<file path="src/rtl/pid_pkg.sv">
package pid_pkg;

    // Configuration port
    localparam int CFG_IDX_W  = 3;
    localparam int CFG_DATA_W = 32;

    // Stream payload widths
    localparam int S_DATA_W = 48;
    localparam int M_DATA_W = 32;

    // Shared divider: dividend, quotient and saturated result widths
    localparam int DIV_NW = 86;
    localparam int DIV_QW = 52;
    localparam int DIV_RW = 51;

    // Integral increment is scaled by 32/15625, derivative by 62500
    localparam logic [31:0] INT_DIVISOR = 32'd15625;
    localparam logic [31:0] DER_SCALE   = 32'd62500;

    // Register indexes
    typedef enum logic [CFG_IDX_W-1:0] {
        REG_GAIN_P      = 3'd0,
        REG_GAIN_I      = 3'd1,
        REG_GAIN_D      = 3'd2,
        REG_TARGET_TEMP = 3'd3,
        REG_OUT_LOW     = 3'd4,
        REG_OUT_HIGH    = 3'd5,
        REG_INT_LOW     = 3'd6,
        REG_INT_HIGH    = 3'd7
    } pid_reg_t;

    // Datapath operations issued by the controller
    typedef enum logic [3:0] {
        OP_NONE    = 4'd0,
        OP_LOAD    = 4'd1,
        OP_PREP    = 4'd2,
        OP_MUL_P   = 4'd3,
        OP_MUL_S   = 4'd4,
        OP_MUL_ILO = 4'd5,
        OP_MUL_IHI = 4'd6,
        OP_DIV_I   = 4'd7,
        OP_ACC     = 4'd8,
        OP_MUL_D   = 4'd9,
        OP_MUL_DLO = 4'd10,
        OP_MUL_DHI = 4'd11,
        OP_DIV_D   = 4'd12,
        OP_SUM     = 4'd13,
        OP_OUT     = 4'd14
    } pid_op_t;

    typedef struct packed {
        pid_op_t op;
    } pid_cmd_t;

    typedef struct packed {
        logic div_done;
        logic dt_zero;
        logic out_free;
    } pid_stat_t;

endpackage

</file>
<file path="src/rtl/pid_ctrl.sv">
module pid_ctrl import pid_pkg::*; (
    input  logic      aclk,
    input  logic      aresetn,
    input  logic      s_tvalid,
    output logic      s_tready,
    input  pid_stat_t stat,
    output pid_cmd_t  cmd
);

    typedef enum logic [14:0] {
        ST_IDLE    = 15'h0001,
        ST_PREP    = 15'h0002,
        ST_MUL_P   = 15'h0004,
        ST_MUL_S   = 15'h0008,
        ST_MUL_ILO = 15'h0010,
        ST_MUL_IHI = 15'h0020,
        ST_DIV_I   = 15'h0040,
        ST_WAIT_I  = 15'h0080,
        ST_ACC     = 15'h0100,
        ST_MUL_D   = 15'h0200,
        ST_MUL_DLO = 15'h0400,
        ST_MUL_DHI = 15'h0800,
        ST_DIV_D   = 15'h1000,
        ST_WAIT_D  = 15'h2000,
        ST_SUM     = 15'h4000
    } pid_state_t;

    pid_state_t state_reg, state_next;
    logic       out_wait_reg, out_wait_next;

    // Sequence one request through the datapath
    always_comb begin
        state_next    = state_reg;
        out_wait_next = out_wait_reg;
        cmd.op        = OP_NONE;
        unique case (state_reg)
            ST_IDLE: begin
                if (out_wait_reg) begin
                    // Finished result waits for the output register
                    if (stat.out_free) begin
                        cmd.op        = OP_OUT;
                        out_wait_next = 1'b0;
                    end
                end else if (s_tvalid) begin
                    cmd.op     = OP_LOAD;
                    state_next = ST_PREP;
                end
            end
            ST_PREP: begin
                cmd.op     = OP_PREP;
                state_next = ST_MUL_P;
            end
            ST_MUL_P: begin
                cmd.op     = OP_MUL_P;
                state_next = ST_MUL_S;
            end
            ST_MUL_S: begin
                cmd.op     = OP_MUL_S;
                state_next = ST_MUL_ILO;
            end
            ST_MUL_ILO: begin
                cmd.op     = OP_MUL_ILO;
                state_next = ST_MUL_IHI;
            end
            ST_MUL_IHI: begin
                cmd.op     = OP_MUL_IHI;
                state_next = ST_DIV_I;
            end
            ST_DIV_I: begin
                cmd.op     = OP_DIV_I;
                state_next = ST_WAIT_I;
            end
            ST_WAIT_I: begin
                if (stat.div_done) begin
                    state_next = ST_ACC;
                end
            end
            ST_ACC: begin
                cmd.op     = OP_ACC;
                state_next = stat.dt_zero ? ST_SUM : ST_MUL_D;
            end
            ST_MUL_D: begin
                cmd.op     = OP_MUL_D;
                state_next = ST_MUL_DLO;
            end
            ST_MUL_DLO: begin
                cmd.op     = OP_MUL_DLO;
                state_next = ST_MUL_DHI;
            end
            ST_MUL_DHI: begin
                cmd.op     = OP_MUL_DHI;
                state_next = ST_DIV_D;
            end
            ST_DIV_D: begin
                cmd.op     = OP_DIV_D;
                state_next = ST_WAIT_D;
            end
            ST_WAIT_D: begin
                if (stat.div_done) begin
                    state_next = ST_SUM;
                end
            end
            ST_SUM: begin
                cmd.op        = OP_SUM;
                out_wait_next = 1'b1;
                state_next    = ST_IDLE;
            end
            default: begin
                state_next = ST_IDLE;
            end
        endcase
    end

    always_ff @(posedge aclk) begin
        if (!aresetn) begin
            state_reg    <= ST_IDLE;
            out_wait_reg <= 1'b0;
        end else begin
            state_reg    <= state_next;
            out_wait_reg <= out_wait_next;
        end
    end

    assign s_tready = (state_reg == ST_IDLE) && !out_wait_reg;

    a_accept_starts: assert property (@(posedge aclk) disable iff (!aresetn)
        (s_tvalid && s_tready) |=> state_reg == ST_PREP)
        else $error("accepted request did not start");

    a_wait_on_div: assert property (@(posedge aclk) disable iff (!aresetn)
        (state_reg == ST_WAIT_I && !stat.div_done) |=> state_reg == ST_WAIT_I)
        else $error("left integral wait before division finished");

    a_no_accept_pending: assert property (@(posedge aclk) disable iff (!aresetn)
        out_wait_reg |-> cmd.op != OP_LOAD)
        else $error("request accepted with a result pending");

endmodule

</file>
<file path="config.mk">
export PLATFORM = sky130hd
export DESIGN_NAME = pid_ctrl
export DESIGN_NICKNAME = d
export VERILOG_FILES = /design/src/rtl/pid_pkg.sv /design/src/rtl/pid_ctrl.sv
export SDC_FILE = /design/constraint.sdc
export NUM_CORES = 1
export LEC_CHECK = 0
export CAP_MARGIN = 10
export CORE_UTILIZATION = 45
export DETAILED_ROUTE_END_ITERATION = 16
export DONT_BUFFER_PORTS = 1
export PLACE_DENSITY = 0.66
export SETUP_SLACK_MARGIN = 0.1
export SLEW_MARGIN = 20
export SYNTH_ARGS = -nofsm -noshare
export SYNTH_HDL_FRONTEND = slang
export SYNTH_SLANG_ARGS = --single-unit
</file>
<file path="constraint.sdc">
create_clock -name aclk -period 1.6 [get_ports aclk]
set_input_delay 0 -clock aclk [delete_from_list [all_inputs] [get_ports aclk]]
set_output_delay 0 -clock aclk [all_outputs]
set_load 0.02 [all_outputs]
</file>
# Word level (Yosys, flattened, before mapping)
# Cells that the tools add are included.
# word_totals
register_bits,16
latch_bits,0
out_inout_bits,5
input_bits,6
wordCells,38
mem_bits_ro,0
n_memories,0
mem_bits_rw,0
# op_classes
bitwise,0
n_shift,0
order_cmp,0
muxes,13
n_eq_ne,19
n_div,0
n_mul,0
add_sub_neg,0
n_reduce_logical,4
# ops
cell,n
case mux 15 bit (14 select lines),1
2-to-1 mux 15 bit,5
case mux 4 bit (13 select lines),1
"equality test 15 x 1 -> 1 bit, second input constant",1
"equality test 15 x 10 -> 1 bit, second input constant",1
"equality test 15 x 11 -> 1 bit, second input constant",1
"equality test 15 x 12 -> 1 bit, second input constant",1
"equality test 15 x 13 -> 1 bit, second input constant",1
"equality test 15 x 14 -> 1 bit, second input constant",1
"equality test 15 bit, second input constant",1
"equality test 15 x 2 -> 1 bit, second input constant",1
"equality test 15 x 3 -> 1 bit, second input constant",1
"equality test 15 x 4 -> 1 bit, second input constant",1
"equality test 15 x 5 -> 1 bit, second input constant",1
"equality test 15 x 6 -> 1 bit, second input constant",1
"equality test 15 x 7 -> 1 bit, second input constant",1
"equality test 15 x 8 -> 1 bit, second input constant",1
"equality test 15 x 9 -> 1 bit, second input constant",1
2-to-1 mux 4 bit,2
"!= test 2 bit, second input constant",4
AND reduction 4 bit,1
2-to-1 mux 1 bit,3
case mux 1 bit (2 select lines),1
nonzero test 2 bit,1
other kinds (2),2

# Depth between registers and ports, before layout
# Gate-level depths: netlist of run 1.
# logic_depth
ltp_word,3
depth_mapped,7
mapped_depth_nobuf,5

# Least setup slack after synthesis of run 1
# OpenSTA, ideal clock, no wires.
# synth_timing
kind,reg-to-output
start,register state_reg[2]
end,output cmd[0] in the netlist's numbering
path_slack_ns,-0.349
t_required_ns,1.600
arrival_ns,1.949
stages_incl_launch_ff,5
path_buffers,1
path_cell_list,dfxtp_1 clkbuf_1 or4b_2 or4_4 o211ai_1
# synth_rtl
item,line_no,rtl
start: declaration,pid_ctrl.sv:28,"pid_state_t state_reg, state_next;"
start signal: assignment,pid_ctrl.sv:119,state_reg <= state_next;
end: declaration,pid_ctrl.sv:7,output pid_cmd_t cmd

==> results.cfg, run 1 <==
[status]
status = complete, but fails checks
violations = setup timing

[yosys]
yosysUniqueCellTypes = 39
ys_ff_latch = 16
synth_cells = 116
yosysWarnings = 0
async_reset_ff_frac = 0
synth-edff-count = 0
yosysSeqAreaShare = 0.3168
syn-num-nets = 122
yosysTopAreaCell = dfxtp_1
post-synth-top-area-fraction = 0.3168
synthTopCellsByArea = dfxtp_1, nor2_1, xnor2_1
avgSynthCellArea_sq_um = 8.715
synth_area_sq_mm = 0.001011
synth-main-ff-cell = dfxtp_1

[drt]
first_pass_iters = 4
drcViolationCount = 0
wl_per_cell_um = 17.73
num_vias = 1111
via_per_inst = 5.973
finalWirelength_mm = 3.297
drt_iter0_drc = 64
drtAntennaViolNets = 0

[worst_setup_path]
r2r_cells = 9
worstPathRequired_ns = 1.60
rrSetupSlack_ns = -0.46
cpPeakStageDelay_ns = 0.58
worstPathMaxFanout = 3
cp_slowest_cell = or4_4
crit_chain = or4_4 -> nor4_4 -> nor3b_2 -> a221oi_1 -> o211ai_1 -> buf_4
critPathTopFamily = simple AND/OR/NAND/NOR gates
critPathKind = reg2out
cp.arrival_ns = 2.14
reg2reg_from = state_reg[3]$_SDFFE_PN0P_
end_kind = primary output
crit_buf_inv = 1
setup.worst_path.start_class = register
r2r_end = out_wait_reg$_SDFFE_PN0P_
crit_cells = 6

[cells_and_area]
diodes = 0
drive_above_1_share = 0.5157
syn_to_final_growth_pct = 55.82
nets = 166
largest_reg_flops = 15
fillers = 147

[sta]
min_period_ns = 2.137
hold_viol = 0
worst_slew_pin_slew_ns = 0.4347
fin_crit_sh = 1.336
drv_slew = 0
fin_skew_ns = 0.01456
rsz0062_at_grt = true
slew_headroom = 0.7092
setup_viol = 20
finalWorstSetupSlack_ns = -0.5369
max_freq_mhz = 468.0

[global_routing]
grt_pass1_vias = 1093
antenna_found_initial = 0
grt_pass1_wl_mm = 5.257
grt_remaining_overflow = 0
grt_max_degree = 10
track_usage = 0.2880

[place]
place.gp.congestion = 0.8649
hpwl_mm = 1.988
dpl_worst_slack_ns = -0.1961
portBuffers = 0

[worst_hold_path]
hold_end = state_reg[14]$_SDFFE_PN0P_
hold_path.class = in2reg
whs_path_depth = 4
min_from = stat[1]

[pwr]
power_density_mw_per_mm2 = 633.2
leakage_nw = 0.6581
p_total_mw = 0.9974
ir_worst_vdd_uv = 662.4

[clock_tree]
cts.sinks = 16
clk_pin_slew_ns = 0.11
cts_tree = yes
cts-root-buf = clkbuf_4
cts_buffers = 3
cts_buffer_depth = 2
insertion_delay_ns = 0.30
htreeDepth = 1

[floorplanning]
initial_core_util = 0.4951
core-area_sq_mm = 0.002042
ios = 11
row_count = 16
die_x_um = 49.40
dieHeight_um = 49.40
dieArea_sq_mm = 0.002440

[run]
max_cap_violations = 0
==> cell usage in the layout, fill, tap and decap left out, drive strengths merged <==
| cell | instances |
|---|---|
| nor4b | 1 |
| nand4b | 2 |
| nand2 | 7 |
| nand3 | 4 |
| o21ai | 4 |
| clkbuf | 4 |
| xor2 | 3 |
| a21oi | 2 |
| a222oi | 1 |
| or4 | 6 |
| mux2i | 1 |
| or3 | 1 |
| nand3b | 3 |
| nor3 | 9 |
| nor4 | 4 |
| a21boi | 2 |
| nor2 | 17 |
| nand2b | 3 |
| buf | 40 |
| xnor2 | 6 |
| dfxtp | 16 |
| o211ai | 2 |
| a32oi | 2 |
| or2 | 1 |
| nor2b | 1 |
| nor3b | 7 |
| dlygate4sd3 | 5 |
| or4b | 1 |
| or2b | 1 |
| inv | 2 |
| a221oi | 1 |
==> metrics by stage <==
stage | hold WS (ns) | area (sq um) | std cells | util | setup TNS [ns]
floorplan | 0.07106 | 1054 | 116 | - | -1.825
global placement | 0.07724 | 1209 | 160 | 0.5919 | -1.925
detailed placement | 0.08706 | 1209 | 160 | 0.5919 | -2.379
CTS | 0.09812 | 1479 | 180 | 0.7243 | -5.433
global route | 0.1591 | 1575 | 186 | 0.7714 | -7.405
finish | 0.09562 | 1575 | 186 | 0.7714 | -6.317
==> report_power, final <==
part,switching (mW),internal (mW),leakage (nW)
clock network,0.149,0.139,0.0210
registers,0.00576,0.405,0.132
logic,0.138,0.161,0.505
==> final cells by class <==
cell class / instances / area, sq um / area share
multi-input cells: 92 / 784.5 / 0.4980
inverters: 2 / 7.507 / 0.004766
flip-flops and latches: 16 / 329.1 / 0.2089
repair buffers: 45 / 384.1 / 0.2438
well taps: 27 / 33.78 / 0.02145
clock buffers: 4 / 36.28 / 0.02303
==> repair_timing <==
item	CTS	global route
endpoints found under the hold margin	14	0
pin swaps	13	11
buffers inserted	12	6
gates resized for setup	23	12
hold buffers	5	0
endpoints found under the setup margin	20	21
==> layer usage <==
metal / up-vias / routed length [um] / track usage
met4: 0 / 99 / 0.07619
met3: 12 / 236 / 0.06231
met2: 56 / 1704 / 0.5320
met5: - / 0 / 0
li1: 511 / - / -
met1: 532 / 1256 / 0.3302
==> cell families (layout without fill, tap and decap cells) <==
logic type / after synthesis / count (layout) / synth area share
AND/OR/NAND/NOR: 68 / 68 / 0.4592
flip-flops: 16 / 16 / 0.3168
AO/OA/AOI/OAI: 14 / 14 / 0.09529
XOR/XNOR: 9 / 9 / 0.07797
buffers and inverters: 8 / 51 / 0.04084
multiplexers: 1 / 1 / 0.009901
==> worst register-to-register path, stage by stage, from the launching register on <==
cell	delay, ns
dfxtp_2	0.34
or4_4	0.58
nor4_4	0.28
nor3b_2	0.25
buf_4	0.15
buf_6	0.09
buf_6	0.08
buf_6	0.08
a21oi_2	0.03
nor2_1	0.11
==> cells in the mapped netlist, types with 2 or more instances <==
cell type	number
inv_1	2
dfxtp_1	16
a32oi_1	2
or4_1	3
nor3b_2	4
nand2_1	7
clkbuf_1	2
o21ai_0	3
xnor2_1	6
nor3_2	3
buf_2	2
nor3b_1	3
or4_4	3
nand4b_1	2
a21oi_1	2
o211ai_1	2
nand3_1	4
nor2_1	17
nor3_1	6
xor2_1	3
nand3b_1	3
nor4_4	2
nand2b_1	3
==> worst max path at each step <==
stage                                     from  endpoint  slack [ns]
floorplan           state_reg[10]$_SDFFE_PN0P_    cmd[0]       -0.31
global placement    state_reg[10]$_SDFFE_PN0P_    cmd[0]       -0.18
detailed placement  state_reg[10]$_SDFFE_PN0P_    cmd[0]       -0.20
CTS                  state_reg[8]$_SDFFE_PN0P_    cmd[0]       -0.49
global route         state_reg[3]$_SDFFE_PN0P_    cmd[0]       -0.62
finish               state_reg[3]$_SDFFE_PN0P_    cmd[0]       -0.54
Note: power is estimated with default switching activity, not from simulation.
==> inputs of run 2 (changes only) <==
Clock period 1.6 ns to 1.8 ns, I/O delays scaled along.
==> results.cfg, run 2 (synthesis gave the netlist of run 1 again) <==
[status]
status = complete, but fails checks
violations = setup timing

[sta]
rsz0062_at_grt = true
slew_headroom = 0.7189
drv_slew = 0
hold_viol = 0
max_freq_mhz = 477.6
finalWorstSetupSlack_ns = -0.2938
whs_ns = 0.1350
min_period_ns = 2.094
fin_crit_sh = 1.163
worst_slew_pin_slew_ns = 0.4203
fin_skew_ns = 0.005068
setup_viol = 14

[global_routing]
antenna_found_initial = 0
track_usage = 0.2430
gr-usage-met1 = 0.3034
met3_usage = 0.04361
top_usage_layer = met2
grt_pass1_vias = 975
grt_max_degree = 10
grt_pass1_wl_mm = 4.416
use_met2 = 0.4132
grt_remaining_overflow = 0

[floorplanning]
row_count = 16
initial_core_util = 0.4951
ios = 11
dieHeight_um = 49.40
dieArea_sq_mm = 0.002440
core-area_sq_mm = 0.002042
die_x_um = 49.40

[worst_setup_path]
critPathKind = reg2out
crit_cells = 6
cpPeakStageDelay_ns = 0.56
crit_buf_inv = 1
cp.arrival_ns = 2.09
end_kind = primary output
crit_chain = or4_4 -> nor4_4 -> nor3b_4 -> a221oi_1 -> o211ai_1 -> buf_4
worstPathMaxFanout = 3
worstPathRequired_ns = 1.80
setup.worst_path.start_class = register
cp_slowest_cell = or4_4
r2r_cells = 6
critPathTopFamily = simple AND/OR/NAND/NOR gates

[cells_and_area]
post-route-cell-area_sq_mm = 0.001403
drive_above_1_share = 0.4276
regArea_sq_um = 326.6
multi_input_area_sq_um = 742.0
layout_common_cells = buf_4, nor2_1, dfxtp_1
syn_to_final_growth_pct = 38.74
nets = 152
largest_reg_flops = 15
diodes = 0
fillers = 167
final_common_cell = buf_4

[clock_tree]
cts_buffers = 3
clk_pin_slew_ns = 0.10
cts.sinks = 16
cts_tree = yes
insertion_delay_ns = 0.28
cts_buffer_depth = 2
htreeDepth = 1
cts-root-buf = clkbuf_4

[run]
max_cap_violations = 0

[place]
place.gp.congestion = 0.8744
place_area_sq_mm = 0.001194
hpwl_mm = 1.973
portBuffers = 0
dpl_worst_slack_ns = -0.02124

[pwr]
leakage_nw = 0.5520
power_density_mw_per_mm2 = 573.8
p_total_mw = 0.8048
ir_worst_vdd_uv = 459.1

[worst_hold_path]
whs_path_depth = 4
hold_path.class = in2reg

[drt]
drtAntennaViolNets = 0
wl_per_cell_um = 16.05
num_vias = 1007
finalWirelength_mm = 2.760
via_per_inst = 5.855
drt_iter0_drc = 36
drcViolationCount = 0
first_pass_iters = 4
==> run 2: cell count changes in the layout (fill, tap and decap cells not counted), moves of 2 or more <==
cell,change
nor3_4,-2
buf_6,-6
nor3_1,+2
dfxtp_1,+2
dfxtp_2,-2
buf_4,-8
==> run 2: where the power goes <==
part,leakage [nW],internal [mW],switching (mW)
Clock,0.0210,0.123,0.120
Combinational,0.400,0.101,0.0951
Sequential,0.131,0.360,0.00599
==> run 2: final timing paths <==
| path | from | to | slack, ns |
|---|---|---|---|
| max | state_reg[0]$_SDFFE_PN1P_ | cmd[0] | -0.29 |
| min | stat[1] | state_reg[14]$_SDFFE_PN0P_ | 0.14 |
| max reg2reg | state_reg[0]$_SDFFE_PN1P_ | state_reg[6]$_SDFFE_PN0P_ | -0.09 |
| min reg2reg | state_reg[1]$_SDFFE_PN0P_ | state_reg[3]$_SDFFE_PN0P_ | 0.53 |
==> run 2: worst min-delay path: cells and delay by family <==
kind,cells,cell delay (ns)
muxes,1,0.12
and+or+nand+nor,3,0.26
==> run 2: cell type report <==
type	count	area share
clock buffer	4	0.02587
inverter	2	0.005352
multi-input combinational	92	0.5290
sequential	16	0.2328
tap	27	0.02409
timing repair buffer	31	0.1829
==> run 2: repair_timing <==
action                                 CTS  global route
gates resized for setup                 19             0
endpoints found under the hold margin   16             0
gates cloned                             0             0
pin swaps                                9             3
hold buffers                             5             0
setup buffers                            6             1
setup endpoints to repair               18            20
==> run 2: metrics by stage <==
step | util | setup TNS [ns] | instances
after floorplan | - | -0.1241 | 116
after global placement | 0.5846 | -0.02992 | 158
after detailed placement | 0.5846 | -0.02124 | 158
after CTS | 0.6869 | -1.378 | 172
after global routing | 0.6869 | -2.556 | 172
final | 0.6869 | -1.588 | 172
==> run 2: routing by layer <==
| layer | share of wire | vias up |
|---|---|---|
| met1 | 0.43 | 477 |
| met3 | 0.051 | 11 |
| met5 | 0 | - |
| met4 | 0.030 | 0 |
| met2 | 0.49 | 40 |
| li1 | - | 479 |
